`config.mk`:
```
export PLATFORM = sky130hd
export DESIGN_NAME = psc_ctrl
export DESIGN_NICKNAME = d
export VERILOG_FILES = /design/src/rtl/core/penalty_sphere_contact_force_defines.svh /design/src/rtl/core/psc_pkg.sv /design/src/rtl/core/psc_ctrl.sv
export SDC_FILE = /design/constraint.sdc
export NUM_CORES = 1
export LEC_CHECK = 0
export BUFFER_PORTS_ARGS = -buffer_cell sky130_fd_sc_hd__buf_4
export CAP_MARGIN = 20
export CORE_MARGIN = 2
export CORE_UTILIZATION = 34
export DETAILED_ROUTE_END_ITERATION = 12
export MAX_ROUTING_LAYER = met4
export SYNTH_ARGS = -nofsm -noshare
export SYNTH_HDL_FRONTEND = slang
export SYNTH_SLANG_ARGS = --single-unit
```
`constraint.sdc`:
```
create_clock -name clk -period 3.55 [get_ports clk]
set_clock_uncertainty 0.1 [all_clocks]
set_input_delay 0.355 -clock clk [delete_from_list [all_inputs] [get_ports clk]]
set_output_delay 0.355 -clock clk [all_outputs]
set_load 0.02 [all_outputs]
```
`src/rtl/core/penalty_sphere_contact_force_defines.svh`:
```
// ----------------------------------------------------------------------------
// Penalty sphere contact: assertion macros
// Shared property forms for the concurrent checks of the block.
// ----------------------------------------------------------------------------
`ifndef PENALTY_SPHERE_CONTACT_FORCE_DEFINES_SVH
`define PENALTY_SPHERE_CONTACT_FORCE_DEFINES_SVH

// same-cycle implication
`define PSC_ASSERT_IMP(label, clk, rst_n, ante, cons) \
  label: assert property (@(posedge clk) disable iff (!rst_n) (ante) |-> (cons)) \
    else $error("penalty_sphere_contact_force: check failed");

// next-cycle implication
`define PSC_ASSERT_NXT(label, clk, rst_n, ante, cons) \
  label: assert property (@(posedge clk) disable iff (!rst_n) (ante) |=> (cons)) \
    else $error("penalty_sphere_contact_force: check failed");

`endif

```
`src/rtl/core/psc_pkg.sv`:
```
// ----------------------------------------------------------------------------
// Penalty sphere contact: package
// Constants, register indexes and controller/datapath command types.
// ----------------------------------------------------------------------------
`timescale 1ns / 1ps

package psc_pkg;

  localparam int DIMS = 3;

  localparam logic [2:0] REG_CENTER_X    = 3'd0;
  localparam logic [2:0] REG_CENTER_Y    = 3'd1;
  localparam logic [2:0] REG_CENTER_Z    = 3'd2;
  localparam logic [2:0] REG_RADIUS      = 3'd3;
  localparam logic [2:0] REG_STIFFNESS   = 3'd4;
  localparam logic [2:0] REG_FORCE_SCALE = 3'd5;

  localparam logic [30:0] FORCE_SCALE_RST = 31'd65536;
  localparam logic [4:0]  ROOT_STEPS_M1   = 5'd31;
  localparam logic [4:0]  DIV_STEPS_M1    = 5'd30;

  typedef enum logic [4:0] {
    OP_NONE,
    OP_LOAD,
    OP_SQ0,
    OP_SQ1,
    OP_SQ2,
    OP_SQ3,
    OP_ROOT_INIT,
    OP_ROOT_STEP,
    OP_PK,
    OP_PK_TAKE,
    OP_G_LO,
    OP_G_HI,
    OP_G_SUM,
    OP_DIV_INIT,
    OP_DIV_STEP,
    OP_M0,
    OP_M1,
    OP_M2,
    OP_M3,
    OP_RESULT
  } op_t;

  typedef struct packed {
    op_t op;
  } cmd_t;

  typedef struct packed {
    logic skip_force;
  } status_t;

endpackage

```
`src/rtl/core/psc_ctrl.sv`:
```
// ----------------------------------------------------------------------------
// Penalty sphere contact: controller
// Sequences the shared multiplier, root and divider steps for one item.
// ----------------------------------------------------------------------------
`timescale 1ns / 1ps

module psc_ctrl import psc_pkg::*; (
  input  logic    clk,
  input  logic    rst_n,
  input  logic    in_valid,
  output logic    in_ready,
  output logic    out_valid,
  input  logic    out_ready,
  input  status_t status,
  output cmd_t    cmd
);

  typedef enum logic [4:0] {
    S_IDLE, S_SQ0, S_SQ1, S_SQ2, S_SQ3, S_RINIT, S_ROOT, S_PK, S_PKT, S_GLO,
    S_GHI, S_GSUM, S_DINIT, S_DIV, S_M0, S_M1, S_M2, S_M3, S_DONE
  } state_t;

  state_t     state_r;
  logic [4:0] cnt_r;
  logic       out_valid_r;
  logic       slot_free;

  assign in_ready  = (state_r == S_IDLE);
  assign out_valid = out_valid_r;
  assign slot_free = !out_valid_r || out_ready;

  always_comb begin
    cmd.op = OP_NONE;
    case (state_r)
      S_IDLE:  cmd.op = in_valid ? OP_LOAD : OP_NONE;
      S_SQ0:   cmd.op = OP_SQ0;
      S_SQ1:   cmd.op = OP_SQ1;
      S_SQ2:   cmd.op = OP_SQ2;
      S_SQ3:   cmd.op = OP_SQ3;
      S_RINIT: cmd.op = OP_ROOT_INIT;
      S_ROOT:  cmd.op = OP_ROOT_STEP;
      S_PK:    cmd.op = OP_PK;
      S_PKT:   cmd.op = OP_PK_TAKE;
      S_GLO:   cmd.op = OP_G_LO;
      S_GHI:   cmd.op = OP_G_HI;
      S_GSUM:  cmd.op = OP_G_SUM;
      S_DINIT: cmd.op = OP_DIV_INIT;
      S_DIV:   cmd.op = OP_DIV_STEP;
      S_M0:    cmd.op = OP_M0;
      S_M1:    cmd.op = OP_M1;
      S_M2:    cmd.op = OP_M2;
      S_M3:    cmd.op = OP_M3;
      S_DONE:  cmd.op = slot_free ? OP_RESULT : OP_NONE;
      default: cmd.op = OP_NONE;
    endcase
  end

  always_ff @(posedge clk) begin
    if (!rst_n) begin
      state_r     <= S_IDLE;
      cnt_r       <= '0;
      out_valid_r <= 1'b0;
    end else begin
      out_valid_r <= (state_r == S_DONE && slot_free) ? 1'b1 : (out_valid_r && !out_ready);
      case (state_r)
        S_IDLE:  if (in_valid) state_r <= S_SQ0;
        S_SQ0:   state_r <= S_SQ1;
        S_SQ1:   state_r <= S_SQ2;
        S_SQ2:   state_r <= S_SQ3;
        S_SQ3:   state_r <= S_RINIT;
        S_RINIT: begin
          cnt_r   <= ROOT_STEPS_M1;
          state_r <= S_ROOT;
        end
        S_ROOT: begin
          cnt_r <= cnt_r - 5'd1;
          if (cnt_r == '0) state_r <= S_PK;
        end
        S_PK:    state_r <= status.skip_force ? S_DONE : S_PKT;
        S_PKT:   state_r <= S_GLO;
        S_GLO:   state_r <= S_GHI;
        S_GHI:   state_r <= S_GSUM;
        S_GSUM:  state_r <= S_DINIT;
        S_DINIT: begin
          cnt_r   <= DIV_STEPS_M1;
          state_r <= S_DIV;
        end
        S_DIV: begin
          cnt_r <= cnt_r - 5'd1;
          if (cnt_r == '0) state_r <= S_M0;
        end
        S_M0:    state_r <= S_M1;
        S_M1:    state_r <= S_M2;
        S_M2:    state_r <= S_M3;
        S_M3:    state_r <= S_DONE;
        S_DONE: begin
          if (slot_free) begin
            state_r <= S_IDLE;
          end
        end
        default: state_r <= S_IDLE;
      endcase
    end
  end

endmodule

```
* After elaboration in Yosys (flattened, before gate mapping)
Cells that the tools add are included.
Storage, ports and cells: logic and storage cells 47, memories kept 0, memory bits (writable) 0, bits in read-only memories 0, flip-flop bits (word level) 11, input bits 5, bits in latches 0, output and inout port bits 7
Operators by class: add/subtract/negate cells 1, reduce and logical (&&, ||, !) cells 10, $mul 0, muxes and demuxes 11, shifts and indexed selects 0, bitwise operators 0, divide/modulo/power cells 0, magnitude comparators 0, equality and inequality tests 22
Operators by type and width (number):
- one-hot mux 5 bit (19 select lines) | 2
- == test 5 x 4 -> 1 bit (second input constant) | 8
- 2-to-1 mux 5 bit | 6
- == test 5 x 3 -> 1 bit (second input constant) | 4
- == test 5 bit (second input constant) | 3
- one-hot mux 5 bit (3 select lines) | 1
- == test 5 x 2 -> 1 bit (second input constant) | 2
- zero test 5 bit | 2
- inequality test 2 bit (second input constant) | 4
- == test 5 x 1 -> 1 bit (second input constant) | 1
- subtractor 5 x 1 -> 5 bit (second input constant) | 1
- AND reduction 4 bit | 1
- nonzero test 3 bit | 1
- logical AND 1 bit | 2
- zero test 1 bit | 2
- 2-to-1 mux 1 bit | 2
- OR reduction 2 bit | 1
- logical OR 1 bit | 1

* Longest topological paths before layout
Gate-level depths: netlist (run 1).
word-level depth 4, depth in mapped cells 6, mapped depth without buffers 6

* Worst setup path before layout (run 1)
Ideal clock, no wire load.
kind reg-to-output, start point register state_r[3], end point output cmd[0] in the netlist's numbering, stages on the path, launching flop included 5, setup slack 1.709 ns, data required time 3.095 ns, arrival 1.386 ns, buffers on the path 1, cell sequence dfxtp_1 -> clkbuf_1 -> or3_1 -> nor3_1 -> a211oi_1
RTL lines:
- from (decl) | RTL line psc_ctrl.sv:23 | state_t state_r;
- from (signal assigned) | RTL line psc_ctrl.sv:79 | S_PK: state_r <= status.skip_force ? S_DONE : S_PKT;
- to (decl) | RTL line psc_ctrl.sv:15 | output cmd_t cmd

==> impl_metrics.yaml, run 1 <==
floorplanning:
  start_util_pct: 35.47
  ios: 12
  core-area_um2: 2191
  num_rows: 17
  die_w_um: 51.81
  dieHeight_um: 51.81
  die_area_um2: 2684
sta:
  fin_crit_ns: 2.201
  drv_slew: 0
  fin_hold_ws_ns: 0.2768
  tightest_slew_ns: 0.5594
  rsz0062_at_grt: "false"
  max_clock_freq_mhz: 454.4
  setup_tns_ns: 0
  slew_headroom_pct: 62.66
  fin_crit_sh_pct: 61.99
  hold_violations: 0
  finalSetupViolCount: 0
global_routing:
  grt_pass1_wl_mm: 2.822
  grt_overflow: 0
  track_usage_pct: 14.35
  grt_pass1_vias: 646
  antenna_found_initial: 0
  grt_max_degree: 20
worst_setup_path:
  cp.required_ns: 3.09
  start_kind: "register"
  r2r_start: "state_r[1]$_SDFFE_PN0P_"
  path_cells: "nand2_1 -> o32ai_1 -> buf_4"
  critPathCaptureType: "output port"
  critical-path-top-delay-family: "flip-flops"
  path_buf_inv: 1
  crit_path_start: "state_r[1]$_SDFFE_PN0P_"
  arrival_ns: 1.75
  slowest_delay_ns: 0.68
  worst_path_max_delay_cell: "dfxtp_1"
  crit_path_max_fanout: 19
  critical_path_class: "register to output port"
status:
  status: "finished, final reports clean"
finish:
  n_antenna_cell: 0
  fin_nets: 116
  final_util_pct: 40.43
  syn_to_final_growth_pct: 14.01
  drive_gt1_share_pct: 16.51
clock_network:
  cts_buffers: 3
  htree_levels: 1
  hold_buffers: 0
  postCtsSetupRepairBufs: 0
  post_cts_resized: 0
  cts_sinks: 11
  clk_pin_slew_ns: 0.08
  cts_tree: "built"
  clk_latency_ns: 0.27
  cts_buffer_depth: 2
  cts-root-buf: "clkbuf_4"
route:
  ant_nets: 0
  drcViolationCount: 0
  avgViaCountPerCell: 5.526
  wirelength_mm: 1.689
  routedWlPerCell_um: 12.33
  via_count: 757
  dr.pass1.iters: 4
  drtIter0Drc: 27
yosys:
  synthCells: 102
  yosysSeqAreaShare_pct: 28.34
  synth_seq_cells: 11
  netlist_area_um2: 777.0
  yosysTopAreaCellShare_pct: 28.34
  yosysWarnings: 0
  yosys.cell_types.count: 38
  syn_nets: 108
  yosys.area.top_type: "dfxtp_1"
  synthTopCellsByArea: "dfxtp_1, a21oi_1, nand2_1"
  syn_area_per_cell_um2: 7.618
power:
  p_leak_nw: 0.3400
  power_density_nw_per_um2: 801.3
  peakVddDrop_v: 0.0003614
hold_path:
  hold_path_class: "primary input to register"
  worstHoldStart: "rst_n"
placed_design:
  port_buffers: 11
  post-dp-hpwl_mm: 1.240
  gp_congestion: 0.7989
run:
  cap_violations: 0
==> sequential cells by signal, summed over array words and instances (netlist names) <==
name / count
out_valid: 1
cnt_r: 5
state_r: 5
==> synthesized netlist by cell type (all sizes together) <==
cell type and count:
a211o 1, a211oi 1, a21o 1, a21oi 11
a311oi 1, a31o 1, buf 1, clkbuf 7
dfxtp 11, ha 1, inv 6, mux2i 2
nand2 10, nand2b 4, nand3 3, nand3b 2
nand4 1, nor2 7, nor2b 1, nor3 7
nor4b 1, o2111a 1, o2111ai 1, o211ai 2
o21a 1, o21ai 5, o21ba 1, o21bai 1
o31a 1, o32ai 2, or3 1, or3b 2
or4b 1, xnor2 2, xor2 1
==> worst reg2reg max path, cell delays in order (launching register included) <==
cell and delay [ns]:
dfxtp_1 0.68, or3b_4 0.47, a21o_4 0.24, o211ai_4 0.24, mux2i_1 0.20
==> placed cells by master, fill, tap and decap left out, drive strengths merged, types with 3 or more instances in the layout <==
master,count
a21oi,11
dfxtp,11
buf,11
nand2,10
nor3,7
nor2,7
inv,6
o21ai,5
nand2b,4
clkbuf,4
nand3,3
==> stage by stage <==
step	setup slack (ns)	cell area, µm²	power, mW	std cells
2_1_floorplan	1.709	777.0	0.5213	102
3_3_place_gp	1.641	859.6	0.6159	133
3_5_place_dp	1.601	859.6	0.6226	133
4_1_cts	1.383	885.9	0.7132	137
5_1_grt	1.241	885.9	0.7647	137
6_report	1.349	885.9	0.7098	137
==> final cells by class <==
class / count / area (µm²)
Fill cell: 223 / 1305
Sequential cell: 11 / 220.2
Multi-Input combinational cell: 77 / 499.2
Clock buffer: 4 / 26.28
Tap cell: 28 / 35.03
Inverter: 6 / 22.52
Timing Repair Buffer: 11 / 82.58
==> report_power, final <==
| part | total, mW | switching (mW) | internal, mW |
|---|---|---|---|
| logic | 0.380 | 0.207 | 0.174 |
| clock network | 0.0912 | 0.0477 | 0.0435 |
| registers | 0.238 | 0.0798 | 0.158 |
==> cell families after synthesis <==
logic type	Yosys count	synth area share [%]
xor+xnor	3	3.382
simple gates	40	27.22
flops	11	28.34
mux	2	2.577
buf+inv	14	7.407
fa+ha+maj	1	1.610
compound gates	31	29.47
==> path summary, 6_finish.rpt <==
kind,to,slack (ns),depth (start not counted)
worst max-delay path,cmd[4],1.35,3
worst min register to register,cnt_r[2]$_SDFFE_PN0P_,0.40,2
worst max register to register,state_r[1]$_SDFFE_PN0P_,1.56,4
worst min-delay path,cnt_r[0]$_SDFFE_PN0P_,0.28,2
==> per-layer routing <==
layer	global-route usage (%)	wire, µm	vias up
met2	23.50	784	23
met1	16.96	792	347
li1	-	-	385
met3	4.598	100	2
met4	3.947	12	0
met5	-	0	-
(Power assumes the default switching activity.)
==> run 2, diff against run 1 <==
Settings changed: ABC_AREA set to 1.
Clock period 3.55 ns to 2.2 ns, I/O delays scaled along.
==> run 2 against run 1 <==
Net effect:
- non-clock buffer count stayed put
- synthesized cell count up 34%
- utilization is 1.6 points higher
- sequential power is 3% higher
==> impl_metrics.yaml, run 2 <==
yosys:
  synth_seq_cells: 11
  yosysSeqAreaShare_pct: 26.63
  syn_nets: 143
  synthCells: 137
  yosys.cell_types.count: 22
  yosys.area.top_type: "dfxtp_1"
  synth_flop_cell: "dfxtp_1"
  async_flop_share_pct: 0
  netlist_area_um2: 827.0
  yosysTopAreaCellShare_pct: 26.63
  syn_area_per_cell_um2: 6.037
  yosysWarnings: 0
  synth-edff-count: 0
  synth.most_common_cell: "nand2_1"
  synthTopCellsByArea: "dfxtp_1, nand2_1, nand3_1"
  synth_commonest_cells: "nand2_1, nor2_1, nand3_1"
global_routing:
  grt_pass1_wl_mm: 3.450
  track_usage_pct: 17.13
  grt_overflow: 0
  antenna_found_initial: 0
  grt_pass1_vias: 810
  grt_max_degree: 10
clock_network:
  cts_buffer_depth: 2
  clk_pin_slew_ns: 0.08
  cts_buffers: 3
  hold_buffers: 0
  cts_sinks: 11
  htree_levels: 1
  post_cts_resized: 0
  cts-root-buf: "clkbuf_4"
  cts_tree: "built"
  clk_latency_ns: 0.28
  postCtsSetupRepairBufs: 0
placed_design:
  placed_area_um2: 922.1
  preCtsSetupSlack_ns: 0.5133
  port_buffers: 11
  post-dp-hpwl_mm: 1.574
  gp_congestion: 0.8942
power:
  clkPwrFrac_pct: 21.9
  power.internal_mw: 0.3908
  p_leak_nw: 0.4401
  peakVddDrop_v: 0.0003071
  p_comb_share_pct: 41.9
  power_frac_seq_pct: 36.2
  switching_share_pct: 42.09
  finalPower_mw: 0.6749
  switchingPower_mw: 0.2841
  power_density_nw_per_um2: 711.6
route:
  via_count: 873
  ant_nets: 0
  drtIter0Drc: 16
  dr.pass1.iters: 4
  wirelength_mm: 1.967
  routedWlPerCell_um: 11.11
  avgViaCountPerCell: 4.932
  drcViolationCount: 0
worst_setup_path:
  critical_path_class: "register to output port"
  arrival_ns: 1.70
  critPathCaptureType: "output port"
  crit_path_max_fanout: 9
  path_cells: "inv_2 -> nand3_2 -> inv_2 -> nand2_2 -> o21ai_1 -> nor2_1 -> o2111ai_1 -> buf_4"
  crit_path_frequent_cell: "inv_2"
  cp.required_ns: 1.88
  worst_path_max_delay_cell: "dfxtp_1"
  slowest_delay_ns: 0.51
  start_kind: "register"
floorplanning:
  num_rows: 17
  die_area_um2: 2843
  ios: 12
  die_w_um: 53.32
  start_util_pct: 36.68
  core-area_um2: 2255
  dieHeight_um: 53.32
finish:
  final_common_cell: "nand2_1"
  final_cell_mix: "nand2_1, nor2_1, nand3_1"
  fin_area_um2: 948.4
  syn_to_final_growth_pct: 14.67
  drive_gt1_share_pct: 21.48
  n_antenna_cell: 0
  final_util_pct: 42.06
  fin_nets: 156
run:
  cap_violations: 0
sta:
  finalSetupViolCount: 0
  max_clock_freq_mhz: 494.8
  fin_crit_ns: 2.021
  hold_violations: 0
  fin_crit_sh_pct: 91.87
  setup_tns_ns: 0
  finalWorstSetupSlack_ns: 0.1789
  rsz0062_at_grt: "false"
  slew_headroom_pct: 79.01
  tightest_slew_ns: 0.3144
  drv_slew: 0
hold_path:
  hold_path_class: "primary input to register"
status:
  status: "finished, final reports clean"
[run 2: worst max-delay path: cells and delay by family, from the launching register on]
| kind | cells | cell delay, ns |
|---|---|---|
| flip-flops | 1 | 0.51 |
| buffers and inverters | 3 | 0.37 |
| AND/OR/NAND/NOR | 3 | 0.34 |
| AO/OA/AOI/OAI | 2 | 0.20 |
[run 2: worst paths after layout]
path	from	end	slack, ns	cells after the start
worst max-delay path	state_r[4]$_SDFFE_PN0P_	cmd[3]	0.18	8
worst min-delay path	rst_n	state_r[1]$_SDFFE_PN0P_	0.10	3
worst max register to register	state_r[0]$_SDFFE_PN0P_	cnt_r[2]$_SDFFE_PN0P_	0.63	7
worst min register to register	cnt_r[4]$_SDFFE_PN0P_	cnt_r[4]$_SDFFE_PN0P_	0.39	2
[run 2: kinds of logic after synthesis]
| kind of cell | Yosys count | share of synthesized area, % |
|---|---|---|
| adders and majority gates | 1 | 1.513 |
| DFF | 11 | 26.63 |
| buffers and inverters | 21 | 10.89 |
| AOI/OAI and AO/OA | 18 | 12.71 |
| and+or+nand+nor | 86 | 48.26 |
[run 2: final cells by class]
class | count | area [µm²]
fillers | 268 | 1306
well taps | 28 | 35.03
inverters | 18 | 67.56
multi-input cells | 105 | 516.7
clock buffers | 4 | 26.28
repair buffers | 11 | 82.58
flip-flops and latches | 11 | 220.2
[run 2: per-stage QoR]
stage          hold slack, ns  std cells
2_1_floorplan          0.2404        137
3_3_place_gp           0.3800        173
3_5_place_dp           0.3836        173
4_1_cts               0.09609        177
5_1_grt               0.09588        177
6_report               0.1039        177
[run 2: power groups by stage]
stage	registers, mW	logic [mW]	clock network, mW
finish	0.244	0.283	0.148
global route	0.249	0.317	0.165
CTS	0.244	0.285	0.155
detailed placement	0.248	0.284	0
global placement	0.247	0.283	0
floorplan	0.229	0.223	0
[run 2: metal layers]
layer / up-vias / wire length, µm / GRT usage [%] / share of wire, %
met1: 375 / 964 / 21.53 / 49
met2: 21 / 902 / 26.13 / 46
met4: 0 / 19 / 8.120 / 0.97
met3: 2 / 81 / 3.390 / 4.1
li1: 475 / - / - / -
met5: - / 0 / - / 0
